`config.mk`:
```
export PLATFORM = sky130hd
export DESIGN_NAME = weighted_pick_with_retirement
export DESIGN_NICKNAME = d
export VERILOG_FILES = /design/src/wpr_pkg.sv /design/src/wpr_table.sv /design/src/wpr_scale.sv /design/src/wpr_ctrl.sv /design/src/weighted_pick_with_retirement.sv
export VERILOG_INCLUDE_DIRS = /design/src /design/src/src
export SDC_FILE = /design/constraint.sdc
export NUM_CORES = 2
export LEC_CHECK = 0
export BUFFER_PORTS_ARGS = -buffer_cell sky130_fd_sc_hd__buf_2
export CORE_MARGIN = 2
export CORE_UTILIZATION = 45
export CTS_BUF_LIST = sky130_fd_sc_hd__clkbuf_16
export CTS_CLUSTER_DIAMETER = 80
export CTS_CLUSTER_SIZE = 24
export DETAILED_ROUTE_END_ITERATION = 12
export SETUP_SLACK_MARGIN = 0.2
export SYNTH_ARGS = -nofsm -noshare
export SYNTH_HDL_FRONTEND = slang
export SYNTH_SLANG_ARGS = --single-unit
```
`constraint.sdc`:
```
create_clock -name clk -period 9.4 [get_ports clk]
set_input_delay 1.88 -clock clk [delete_from_list [all_inputs] [get_ports clk]]
set_output_delay 1.88 -clock clk [all_outputs]
set_load 0.02 [all_outputs]
```
`src/weighted_pick_with_retirement_assert.svh`:
```
// Assertion macros for the weighted pick block.
// Included by wpr_ctrl to check its own control logic; no other dependencies.
`ifndef WEIGHTED_PICK_WITH_RETIREMENT_ASSERT_SVH
`define WEIGHTED_PICK_WITH_RETIREMENT_ASSERT_SVH

// Same-cycle implication, disabled while reset is asserted
`define WPR_ASSERT_IMP(lbl, clk, rst_n, ante, cons, msg) \
	lbl: assert property (@(posedge clk) disable iff (!rst_n) (ante) |-> (cons)) \
		else $error(msg);

// Next-cycle implication, disabled while reset is asserted
`define WPR_ASSERT_NXT(lbl, clk, rst_n, ante, cons, msg) \
	lbl: assert property (@(posedge clk) disable iff (!rst_n) (ante) |=> (cons)) \
		else $error(msg);

`endif

```
`src/wpr_pkg.sv`:
```
// Package for the weighted pick block: sizes, command and state codes, and the
// structs passed between controller, entry memory and top level. No dependencies.
`timescale 1ns / 1ps

package wpr_pkg;

	localparam int ENTRIES     = 16;
	localparam int WEIGHT_BITS = 16;
	localparam int IDX_W       = $clog2(ENTRIES);
	// running sums of up to ENTRIES weights
	localparam int TOT_W       = WEIGHT_BITS + IDX_W;
	// scan counter also holds ENTRIES itself
	localparam int CNT_W       = IDX_W + 1;

	typedef enum logic [1:0] {
		CMD_LOAD = 2'd0,
		CMD_PICK = 2'd1,
		CMD_TAKE = 2'd2
	} cmd_t;

	typedef enum logic [2:0] {
		ST_IDLE,
		ST_TAKE,
		ST_SUM,
		ST_SCALE,
		ST_MUL,
		ST_SRCH,
		ST_RESP
	} state_t;

	// one row of the entry memory
	typedef struct packed {
		logic [WEIGHT_BITS-1:0] weight;
		logic [7:0]             limit;
		logic [7:0]             count;
	} entry_t;

	// memory access from the controller
	typedef struct packed {
		logic             we;
		logic [IDX_W-1:0] waddr;
		entry_t           wdata;
		logic             re;
		logic [IDX_W-1:0] raddr;
	} mem_req_t;

	// unpacked request fields
	typedef struct packed {
		logic [1:0]  cmd;
		logic [3:0]  idx;
		logic [15:0] weight;
		logic [7:0]  limit;
		logic [31:0] rnd;
	} req_t;

	// response fields
	typedef struct packed {
		logic [3:0] chosen;
		logic       none;
		logic [7:0] count;
		logic       retired;
	} res_t;

endpackage

```
`src/wpr_table.sv`:
```
// Entry memory: one write port and one read port with registered read data.
// Depends on wpr_pkg for the row layout and depth.
`timescale 1ns / 1ps

module wpr_table (
	input  logic             clk,
	input  wpr_pkg::mem_req_t mem_req,
	output wpr_pkg::entry_t  rdata
);
	import wpr_pkg::*;

	entry_t mem [ENTRIES];
	entry_t rdata_q;

	// write and read, read data registered
	always_ff @(posedge clk) begin
		if (mem_req.we) begin
			mem[mem_req.waddr] <= mem_req.wdata;
		end
		if (mem_req.re) begin
			rdata_q <= mem[mem_req.raddr];
		end
	end

	assign rdata = rdata_q;

endmodule

```
`src/wpr_scale.sv`:
```
// Threshold unit: registered product of the random fraction and the total weight,
// keeping the upper bits. Depends on wpr_pkg for the total width.
`timescale 1ns / 1ps

module wpr_scale (
	input  logic                      clk,
	input  logic                      arst_n,
	input  logic                      start,
	input  logic [31:0]               rnd,
	input  logic [wpr_pkg::TOT_W-1:0] total,
	output logic [wpr_pkg::TOT_W-1:0] thr,
	output logic                      done
);
	import wpr_pkg::*;

	localparam int PROD_W = 32 + TOT_W;

	logic [PROD_W-1:0] prod;
	logic [TOT_W-1:0]  thr_q;
	logic              done_q;

	// threshold = (rnd * total) >> 32
	assign prod = PROD_W'(rnd) * PROD_W'(total);

	always_ff @(posedge clk) begin
		if (start) begin
			thr_q <= prod[PROD_W-1:32];
		end
	end

	always_ff @(posedge clk or negedge arst_n) begin
		if (!arst_n) begin
			done_q <= 1'b0;
		end else begin
			done_q <= start;
		end
	end

	assign thr  = thr_q;
	assign done = done_q;

endmodule

```
`src/wpr_ctrl.sv`:
```
// Sequencer for load, pick and take: read-modify-write on the entry memory,
// two scan passes for pick, active mask flops. Depends on wpr_pkg and the assert header.
`timescale 1ns / 1ps
`include "weighted_pick_with_retirement_assert.svh"

module wpr_ctrl (
	input  logic                      clk,
	input  logic                      arst_n,
	input  logic                      req_valid,
	output logic                      req_ready,
	input  wpr_pkg::req_t             req,
	output logic                      res_valid,
	input  logic                      res_ready,
	output wpr_pkg::res_t             res,
	output wpr_pkg::mem_req_t         mem_req,
	input  wpr_pkg::entry_t           mem_rdata,
	output logic                      scale_start,
	output logic [31:0]               scale_rnd,
	output logic [wpr_pkg::TOT_W-1:0] scale_total,
	input  logic [wpr_pkg::TOT_W-1:0] scale_thr,
	input  logic                      scale_done
);
	import wpr_pkg::*;

	state_t           state_q, state_d;
	logic [CNT_W-1:0] cnt_q, cnt_d;
	logic [TOT_W-1:0] acc_q, acc_d;
	logic [TOT_W-1:0] total_q, total_d;
	logic [ENTRIES-1:0] active_q, active_d;
	res_t             res_q, res_d;
	logic [31:0]      rnd_q;
	logic [IDX_W-1:0] idx_q;
	logic             rd_vld_s1;
	logic [IDX_W-1:0] rd_idx_s1;

	logic             issue;
	logic             idx_ok;
	logic [IDX_W-1:0] req_addr;
	logic [TOT_W-1:0] rd_w;
	logic [TOT_W-1:0] acc_sum;
	logic             rd_last;
	logic [7:0]       inc_cnt;
	logic             hit_lim;

	assign idx_ok   = 32'(req.idx) < 32'(ENTRIES);
	assign req_addr = IDX_W'(req.idx);

	// weight of the entry whose read data arrives now, zero if inactive
	assign rd_w    = active_q[rd_idx_s1] ? TOT_W'(mem_rdata.weight) : '0;
	assign acc_sum = acc_q + rd_w;
	assign rd_last = rd_idx_s1 == IDX_W'(ENTRIES - 1);

	// take: saturating count and retire check
	assign inc_cnt = (mem_rdata.count == 8'hFF) ? 8'hFF : mem_rdata.count + 8'd1;
	assign hit_lim = inc_cnt >= mem_rdata.limit;

	// next state and outputs
	always_comb begin
		state_d     = state_q;
		cnt_d       = cnt_q;
		acc_d       = acc_q;
		total_d     = total_q;
		active_d    = active_q;
		res_d       = res_q;
		mem_req     = '0;
		issue       = 1'b0;
		scale_start = 1'b0;
		req_ready   = 1'b0;
		res_valid   = 1'b0;

		case (state_q)
			ST_IDLE: begin
				req_ready = 1'b1;
				if (req_valid) begin
					res_d   = '0;
					state_d = ST_RESP;
					case (cmd_t'(req.cmd))
						CMD_LOAD: begin
							if (idx_ok) begin
								mem_req.we           = 1'b1;
								mem_req.waddr        = req_addr;
								mem_req.wdata.weight = WEIGHT_BITS'(req.weight);
								mem_req.wdata.limit  = req.limit;
								mem_req.wdata.count  = 8'd0;
								active_d[req_addr]   = 1'b1;
							end
						end
						CMD_PICK: begin
							cnt_d   = '0;
							acc_d   = '0;
							state_d = ST_SUM;
						end
						CMD_TAKE: begin
							if (idx_ok) begin
								mem_req.re    = 1'b1;
								mem_req.raddr = req_addr;
								state_d       = ST_TAKE;
							end
						end
						default: begin
							state_d = ST_RESP;
						end
					endcase
				end
			end

			// read data of the addressed entry is here: write back the count
			ST_TAKE: begin
				mem_req.we          = 1'b1;
				mem_req.waddr       = idx_q;
				mem_req.wdata       = mem_rdata;
				mem_req.wdata.count = inc_cnt;
				if (hit_lim) begin
					active_d[idx_q] = 1'b0;
				end
				res_d.count   = inc_cnt;
				res_d.retired = hit_lim || !active_q[idx_q];
				state_d       = ST_RESP;
			end

			// first pass: total active weight
			ST_SUM: begin
				if (cnt_q < CNT_W'(ENTRIES)) begin
					issue         = 1'b1;
					mem_req.re    = 1'b1;
					mem_req.raddr = cnt_q[IDX_W-1:0];
					cnt_d         = cnt_q + CNT_W'(1);
				end
				if (rd_vld_s1) begin
					acc_d = acc_sum;
					if (rd_last) begin
						total_d = acc_sum;
						state_d = ST_SCALE;
					end
				end
			end

			ST_SCALE: begin
				cnt_d = '0;
				acc_d = '0;
				if (total_q == '0) begin
					res_d.none = 1'b1;
					state_d    = ST_RESP;
				end else begin
					scale_start = 1'b1;
					state_d     = ST_MUL;
				end
			end

			ST_MUL: begin
				if (scale_done) begin
					state_d = ST_SRCH;
				end
			end

			// second pass: first running sum above the threshold
			ST_SRCH: begin
				if (cnt_q < CNT_W'(ENTRIES)) begin
					issue         = 1'b1;
					mem_req.re    = 1'b1;
					mem_req.raddr = cnt_q[IDX_W-1:0];
					cnt_d         = cnt_q + CNT_W'(1);
				end
				if (rd_vld_s1) begin
					acc_d = acc_sum;
					if (acc_sum > scale_thr) begin
						res_d.chosen = 4'(rd_idx_s1);
						state_d      = ST_RESP;
					end else if (rd_last) begin
						state_d = ST_RESP;
					end
				end
			end

			ST_RESP: begin
				res_valid = 1'b1;
				if (res_ready) begin
					state_d = ST_IDLE;
				end
			end

			default: begin
				state_d = ST_IDLE;
			end
		endcase
	end

	// control registers
	always_ff @(posedge clk or negedge arst_n) begin
		if (!arst_n) begin
			state_q   <= ST_IDLE;
			active_q  <= '0;
			rd_vld_s1 <= 1'b0;
			cnt_q     <= '0;
		end else begin
			state_q   <= state_d;
			active_q  <= active_d;
			rd_vld_s1 <= issue;
			cnt_q     <= cnt_d;
		end
	end

	// payload registers
	always_ff @(posedge clk) begin
		acc_q     <= acc_d;
		total_q   <= total_d;
		res_q     <= res_d;
		rd_idx_s1 <= mem_req.raddr;
		if (req_valid && req_ready) begin
			rnd_q <= req.rnd;
			idx_q <= req_addr;
		end
	end

	assign res         = res_q;
	assign scale_rnd   = rnd_q;
	assign scale_total = total_q;

	`WPR_ASSERT_IMP(a_no_rw_clash, clk, arst_n, mem_req.we && mem_req.re, mem_req.waddr != mem_req.raddr, "write and read hit the same entry")
	`WPR_ASSERT_IMP(a_thr_below_total, clk, arst_n, scale_done, scale_thr < total_q, "threshold not below total weight")
	`WPR_ASSERT_NXT(a_take_rmw, clk, arst_n, req_valid && req_ready && req.cmd == CMD_TAKE && idx_ok, state_q == ST_TAKE, "take did not enter write-back")
	`WPR_ASSERT_IMP(a_none_clean, clk, arst_n, res_valid && res.none, res.chosen == 4'd0 && res.count == 8'd0, "none response carries data")

endmodule

```
`src/weighted_pick_with_retirement.sv`:
```
// Top level of the weighted pick block: stream ports, field packing, output register.
// Depends on wpr_pkg, wpr_ctrl, wpr_table and wpr_scale.
`timescale 1ns / 1ps

// Weighted random pick over a table of ENTRIES entries, with use counting and
// retirement. One request at a time: s_tready is high only while the sequencer
// is idle, and a finished response waits in the output register so the next
// request can be taken meanwhile. Take reads the entry, then writes back the
// count. Pick scans the entry memory twice through its single read port, one
// weight per cycle (total, then the prefix search, which stops at the chosen
// entry), plus the threshold multiply. No clearing pass is needed after reset:
// the entry memory is not reset, but the active flags are.
module weighted_pick_with_retirement (
	input  logic        clk,
	input  logic        arst_n,
	input  logic        s_tvalid,
	output logic        s_tready,
	input  logic [63:0] s_tdata,   // entry_index[3:0], weight_in[19:4], limit_in[27:20],
	                               // random_word[59:28], zero[63:60]
	input  logic [1:0]  s_tuser,   // cmd[1:0]
	output logic        m_tvalid,
	input  logic        m_tready,
	output logic [15:0] m_tdata,   // chosen_index[3:0], use_count[11:4], retired_now[12],
	                               // zero[15:13]
	output logic        m_tuser    // none_available[0]
);
	import wpr_pkg::*;

	req_t             req;
	res_t             res;
	logic             res_valid;
	logic             res_ready;
	mem_req_t         mem_req;
	entry_t           mem_rdata;
	logic             scale_start;
	logic [31:0]      scale_rnd;
	logic [TOT_W-1:0] scale_total;
	logic [TOT_W-1:0] scale_thr;
	logic             scale_done;
	res_t             out_q;
	logic             out_valid_q;

	// unpack the request
	assign req.cmd    = s_tuser;
	assign req.idx    = s_tdata[3:0];
	assign req.weight = s_tdata[19:4];
	assign req.limit  = s_tdata[27:20];
	assign req.rnd    = s_tdata[59:28];

	wpr_ctrl u_ctrl (
		.clk         (clk),
		.arst_n      (arst_n),
		.req_valid   (s_tvalid),
		.req_ready   (s_tready),
		.req         (req),
		.res_valid   (res_valid),
		.res_ready   (res_ready),
		.res         (res),
		.mem_req     (mem_req),
		.mem_rdata   (mem_rdata),
		.scale_start (scale_start),
		.scale_rnd   (scale_rnd),
		.scale_total (scale_total),
		.scale_thr   (scale_thr),
		.scale_done  (scale_done)
	);

	wpr_table u_table (
		.clk     (clk),
		.mem_req (mem_req),
		.rdata   (mem_rdata)
	);

	wpr_scale u_scale (
		.clk    (clk),
		.arst_n (arst_n),
		.start  (scale_start),
		.rnd    (scale_rnd),
		.total  (scale_total),
		.thr    (scale_thr),
		.done   (scale_done)
	);

	// output register, refilled in the cycle it drains
	assign res_ready = !out_valid_q || m_tready;

	always_ff @(posedge clk or negedge arst_n) begin
		if (!arst_n) begin
			out_valid_q <= 1'b0;
		end else if (res_valid && res_ready) begin
			out_valid_q <= 1'b1;
		end else if (m_tready) begin
			out_valid_q <= 1'b0;
		end
	end

	always_ff @(posedge clk) begin
		if (res_valid && res_ready) begin
			out_q <= res;
		end
	end

	assign m_tvalid = out_valid_q;
	assign m_tdata  = {3'b000, out_q.retired, out_q.count, out_q.chosen};
	assign m_tuser  = out_q.none;

endmodule
```
---- Yosys cells after proc, flatten, opt, wreduce, memory -nomap -nowiden ----
Memories as Yosys holds them, arrays and structs flattened. A register that Yosys moved wholly into a read port is not among the register bits.
Cells that the tools add are included.
Widths: inputs -> output; s select.
cells by class
  add/subtract/negate cells ............... 3
  multiply operators ...................... 1
  divide/modulo/power cells ............... 0
  order comparisons ....................... 8
  equality and inequality tests ........... 24
  shift-type cells ........................ 0
  muxes and demuxes ....................... 56
  bitwise operators ....................... 3
  reductions and logical operators ........ 25
operators by type and width
  cell                number
  $pmux 37 s2         1
  $mux 16             4
  $mux 20             3
  $pmux 20 s3         1
  $mul 32x20->52      1
  $mux 42             1
  $mux 37             1
  $pmux 16 s2         1
  $mux 5              5
  $mux 3              8
  $pmux 3 s7          1
  $add 20x20->20      1
  $gt 20x20->1        1
  $logic_not 20->1    1
  $ne 2x1->1 const B  9
  $pmux 9 s2          1
  $and 16x16->16      1
  $not 16->16         1
  $or 16x16->16       1
  $reduce_and 4->1    4
  $lt 4x5->1 const B  3
  $mux 1              15
  $pmux 5 s3          1
  $mux 14             1
  other kinds (34)    53
word-level totals
  bits in registers ....................... 155
  bits in latches ......................... 0
  bits in writable memories ............... 512
  memory bits (read-only) ................. 0
  bits of input ports ..................... 70
  output and inout port bits .............. 19
  logic and storage cells ................. 141
  memories kept ........................... 1
memories
  name         words  width  read ports  clocked after Yosys merged registers in  write ports  line             RTL
  u_table.mem  16     32     1           1                                        1            wpr_table.sv:12  entry_t mem [ENTRIES];

---- Logic depth before layout (Yosys ltp) ----
  depth in word-level cells ............... 8
  gate-level depth with buffers ........... 26
  mapped depth without buffers ............ 25

---- By module ----
Synthesis repeated with hierarchy kept, for this count alone.
unflattened totals
  cells, all modules ...................... 3728
  area, all modules ....................... 47833.4 um^2
by module, submodules not included
  module                         instances  cells each  area an instance (um^2)  seq. area each (um^2)
  wpr_scale                      1          2225        20211.9                  625.6
  wpr_table                      1          838         20155.6                  16335.7
  wpr_ctrl                       1          643         6965.4                   3408.3
  weighted_pick_with_retirement  1          22          500.5                    445.4

---- Worst setup path before layout ----
No wires, ideal clock.
  path kind ............................... reg2reg
  start point ............................. register u_ctrl.total_q[5] (netlist: u_ctrl.scale_total[5])
  end point ............................... register u_scale.thr_q[18] (netlist: u_scale.thr[18]) (data pin)
  library setup time ...................... 258 ps
  arrival time ............................ 6284 ps
  required time ........................... 9142 ps
  path slack .............................. 2859 ps
  stages on the path, launching flop included .. 23
  buffers on the path ..................... 1
  period minus slack after synthesis ...... 6541 ps
  cells stage by stage .................... edfxtp_1 > clkbuf_1 > nand2_1 > fa_1 > fa_1 > fa_1 > inv_1 > fa_1 > fa_1 > fa_1 > inv_1 > fa_1 > inv_1 > ha_1 > a211oi_1 > o21bai_1 > a311o_1 > a31oi_1 > or2_2 > a211oi_1 > or3b_1 > a21oi_1 > xnor2_1
on the way
  longest elaborated chain between the ends .. 1
ends and longest elaborated chain
  item                      line             RTL
  start: declaration        wpr_ctrl.sv:28   logic [TOT_W-1:0] total_q, total_d;
  start signal: assignment  wpr_ctrl.sv:206  total_q <= total_d;
  $mul 32x20->52            wpr_scale.sv:23  assign prod = PROD_W'(rnd) * PROD_W'(total);
  net u_scale.prod[50]      wpr_scale.sv:18  logic [PROD_W-1:0] prod;
  end signal: assignment    wpr_scale.sv:27  thr_q <= prod[PROD_W-1:32];
  end: declaration          wpr_scale.sv:19  logic [TOT_W-1:0] thr_q;
The timed path passes the listed nets, and every way through them passes these cells.
A chain may end at the register's enable or synchronous reset.

---- Final worst setup path ----
Ends and elaborated chain as after synthesis.

==> metrics.md <==
| Metric | Value |
|---|---|
| Initial Util | 45.4% |
| Bufs and invs on worst path | 4 |
| Reg clk slew, reported paths | 90 ps |
| Die area | 0.111 mm2 |
| Postcts setup bufs | 0 |
| Drt wl/cell | 21.4 um |
| Minimum clock period | 8030 ps |
| Number of synthesized register bits | 699 |
| Crit-path cells | nand2_1, fa_1, fa_1, fa_1, inv_1, fa_1, fa_1, fa_1, inv_1, fa_1, inv_1, ha_1, a21o_1, a21o_1, a211oi_1, inv_1, o21ai_1, a211oi_1, or3b_1, a21oi_1, xnor2_1 |
| Final standard cell area without fillers | 0.0515 mm2 |
| Final Util | 48.1% |
| Routed Antenna Nets | 0 |
| Outcome | completed |
| Top FF cell, synth | edfxtp_1 |
| Final hold violations | 0 |
| Synth area leader | edfxtp_1 |
| Critical path fanouts, max | 20 |
| GP Congestion | 0.854 |
| DR DRC count | 0 |
| Detailed Route Iter0 Violations | 2291 |
| Largest net degree at the start of global routing | 175 |
| Max Fclk | 124 MHz |
| Site Rows | 120 |
| Area share of the largest cell type after synthesis | 41.3% |
| Syn Std Cell Area | 0.0486 mm2 |
| Slowest stage delay, CP | 1110 ps |
| Number of synthesized flops with an enable pin | 668 |
| H-tree levels | 2 |
| Worst hold path class | register to register |
| Worst R2R End | u_scale.thr[18] |
| Post-CTS sizing | 0 |
| Worst slew pin tran | 1150 ps |
| Hold EP | m_tdata[12] |
| HPWL Detailed | 79400 um |
| Vias in the first global route | 32.7k |
| Port bufs | 81 |
| Setup crit start kind | register |
| CP Class | register to register |
| Async set-reset flop share out of synthesis | 3.86% |
| Total Neg Setup Slack | 0 ps |
| Most instantiated cells after synthesis | nand2_1 (919), edfxtp_1 (668), inv_1 (619) |
| Chip Height | 333 um |
| Max_cap viols | 0 |
| TritonCTS clock tree | yes |
| Worst reg2reg path depth | 21 |
| Cts hold-fix bufs | 0 |
| Slew margin rel. | 23.2% |
| Layout area overhead | 6.02% |
| Initial antenna violation count | 7 |
| Crit path top cell by count | fa_1 |
| Most common cell in the netlist | nand2_1 |
| FILL cells | 9728 |
| Total grt overflow | 0 |
| Root buffer cell | clkbuf_16 |
| Ratio of cells with drive above 1 in the final layout | 5.79% |
| Tcrit/Tclk final | 85.5% |
| Drt first pass iters | 5 |
| Core area | 0.107 mm2 |
| Cells after Synth | 4434 |
| Slowest CP cell | edfxtp_1 |
| Hold wc startpoint | u_ctrl.res[0] |
| Reg2Reg Setup Slack | 1370 ps |
| Nets | 5187 |
| CTS sink count | 699 |
| Min Hold Slack | 424 ps |
| Main area contributors after synthesis | edfxtp_1 (41%), fa_1 (22%), nand2_1 (7.1%), ha_1 (5.4%), inv_1 (4.8%) |
| Critical Path Sink Type | register |
| Mean post-synth cell area | 11.0 um2 |
| Synth warn | 0 |
| Crit-path leading delay family | adder cells |
| Unrepaired setup endpoints after global routing | false |
| Sequential area share after synthesis | 42.8% |
| Final Max Slew Viols | 0 |
| Distinct cells, synth | 72 |
| Inserted Clock Buffers | 39 |
| Wirelength, routed | 124000 um |
| Via density per instance | 5.46 |
| Skew-Pair Late Insertion Delay | 620 ps |
| Num ports | 89 |
| Crit path arrival time | 8400 ps |
| Fin Clk Skew | 25.0 ps |
| Worst r2r src | u_ctrl.scale_total[5] |
| Hold Path Depth | 0 |
| Routed via count | 31.6k |
| Setup Viol. Count Final | 0 |
| Die width | 333 um |
| CP Data Required Time | 9760 ps |
| CTS Buffer Depth | 3 |
| Global-route wire length before repair | 194000 um |
| Overall Global Routing Usage | 22.8% |
| Dpl cell area | 0.0503 mm2 |
## metal layers
metal	global-route usage [%]	share of wire, %	up-vias
met5	0	0.057	-
met4	5.96	2.7	10
met3	3.24	6.1	189
met2	38.5	49	928
met1	30.8	42	16300
li1	-	-	14300
## sequential cells by signal, summed over array words and instances (netlist names), 3 cells and up
register / count
u_table.rdata: 32
u_ctrl.rd_idx_s1: 4
u_ctrl.idx_q: 4
u_scale.thr: 20
u_ctrl.acc_q: 20
u_ctrl.scale_total: 20
u_ctrl.active_q: 16
u_ctrl.state_q: 3
u_ctrl.res: 14
u_ctrl.scale_rnd: 32
u_table.mem: 512
m_tdata: 13
u_ctrl.cnt_q: 5
## cells in the final DEF (no fill, tap or decap), types with 4 or more instances in the layout
cell type,Yosys,layout
clkbuf_16,0,39
and2_1,311,310
a21o_1,38,38
a22oi_1,27,26
edfxtp_1,668,668
nor3_1,11,10
or2_2,4,4
fa_1,536,536
nor2_4,1,16
nand2b_1,10,10
a31oi_1,52,52
buf_2,48,81
nand4_1,11,11
o21bai_1,5,5
nor2b_1,27,27
xnor2_1,28,28
mux4_2,10,10
nor4_1,9,9
o21a_1,7,7
nand3_1,277,277
dfrtp_1,27,26
o21ai_0,24,24
a21oi_1,63,63
buf_4,17,67
nor2_1,83,67
ha_1,209,209
nand2_1,919,919
and3_1,46,46
inv_1,619,620
a211oi_1,6,6
a41oi_1,5,5
dfxtp_1,4,4
a311oi_1,68,68
xor2_1,13,13
## worst reg2reg max path, cell delays in order, from the launching register on
cell	delay, ps
edfxtp_1	1110
nand2_1	210
fa_1	550
fa_1	510
fa_1	510
inv_1	50
fa_1	570
fa_1	450
fa_1	500
inv_1	50
fa_1	470
inv_1	40
ha_1	290
a21o_1	190
a21o_1	170
a211oi_1	710
inv_1	100
o21ai_1	400
a211oi_1	200
or3b_1	440
a21oi_1	190
xnor2_1	80
## cells by family after synthesis
kind of cell | after synthesis | share of synthesized area, %
flip-flops | 699 | 42.8
multiplexers | 14 | 0.548
XOR/XNOR | 41 | 0.739
AND/OR/NAND/NOR | 1726 | 16.4
other | 1 | 0.00772
buffers and inverters | 876 | 7.13
adder cells (fa/ha/maj) | 745 | 27.5
AO/OA/AOI/OAI | 332 | 4.88
## through the flow
stage                     setup WS [ps]  cells
after global routing               1070   5790
after global placement             1510   5734
after CTS                          1400   5790
final                              1370   5791
after floorplan                    2860   4436
after detailed placement           1440   5734
## layout make-up
class / count / area [um2] / area share (%)
clock inverters: 17 / 218 / 0.423
inverters: 620 / 2340 / 4.54
flip-flops and latches: 699 / 20800 / 40.4
clock buffers: 39 / 976 / 1.89
diodes: 1 / 2.50 / 0.00486
multi-input cells: 2861 / 24500 / 47.5
well taps: 1403 / 1760 / 3.41
repair buffers: 151 / 968 / 1.88
## worst max path at each step
stage | from | to | slack (ps) | depth (start not counted)
2_1_floorplan | u_ctrl.scale_total[5] | u_scale.thr[18] | 2860 | 22
3_3_place_gp | u_ctrl.scale_total[5] | u_scale.thr[18] | 1510 | 21
3_5_place_dp | u_ctrl.scale_total[5] | u_scale.thr[18] | 1440 | 21
4_1_cts | u_ctrl.scale_total[5] | u_scale.thr[18] | 1400 | 21
5_1_grt | u_ctrl.scale_total[5] | u_scale.thr[18] | 1070 | 21
6_report | u_ctrl.scale_total[5] | u_scale.thr[18] | 1370 | 21
Power is not shown: default switching activity piles up to over one toggle a cycle in this logic, so the estimate is an artifact.
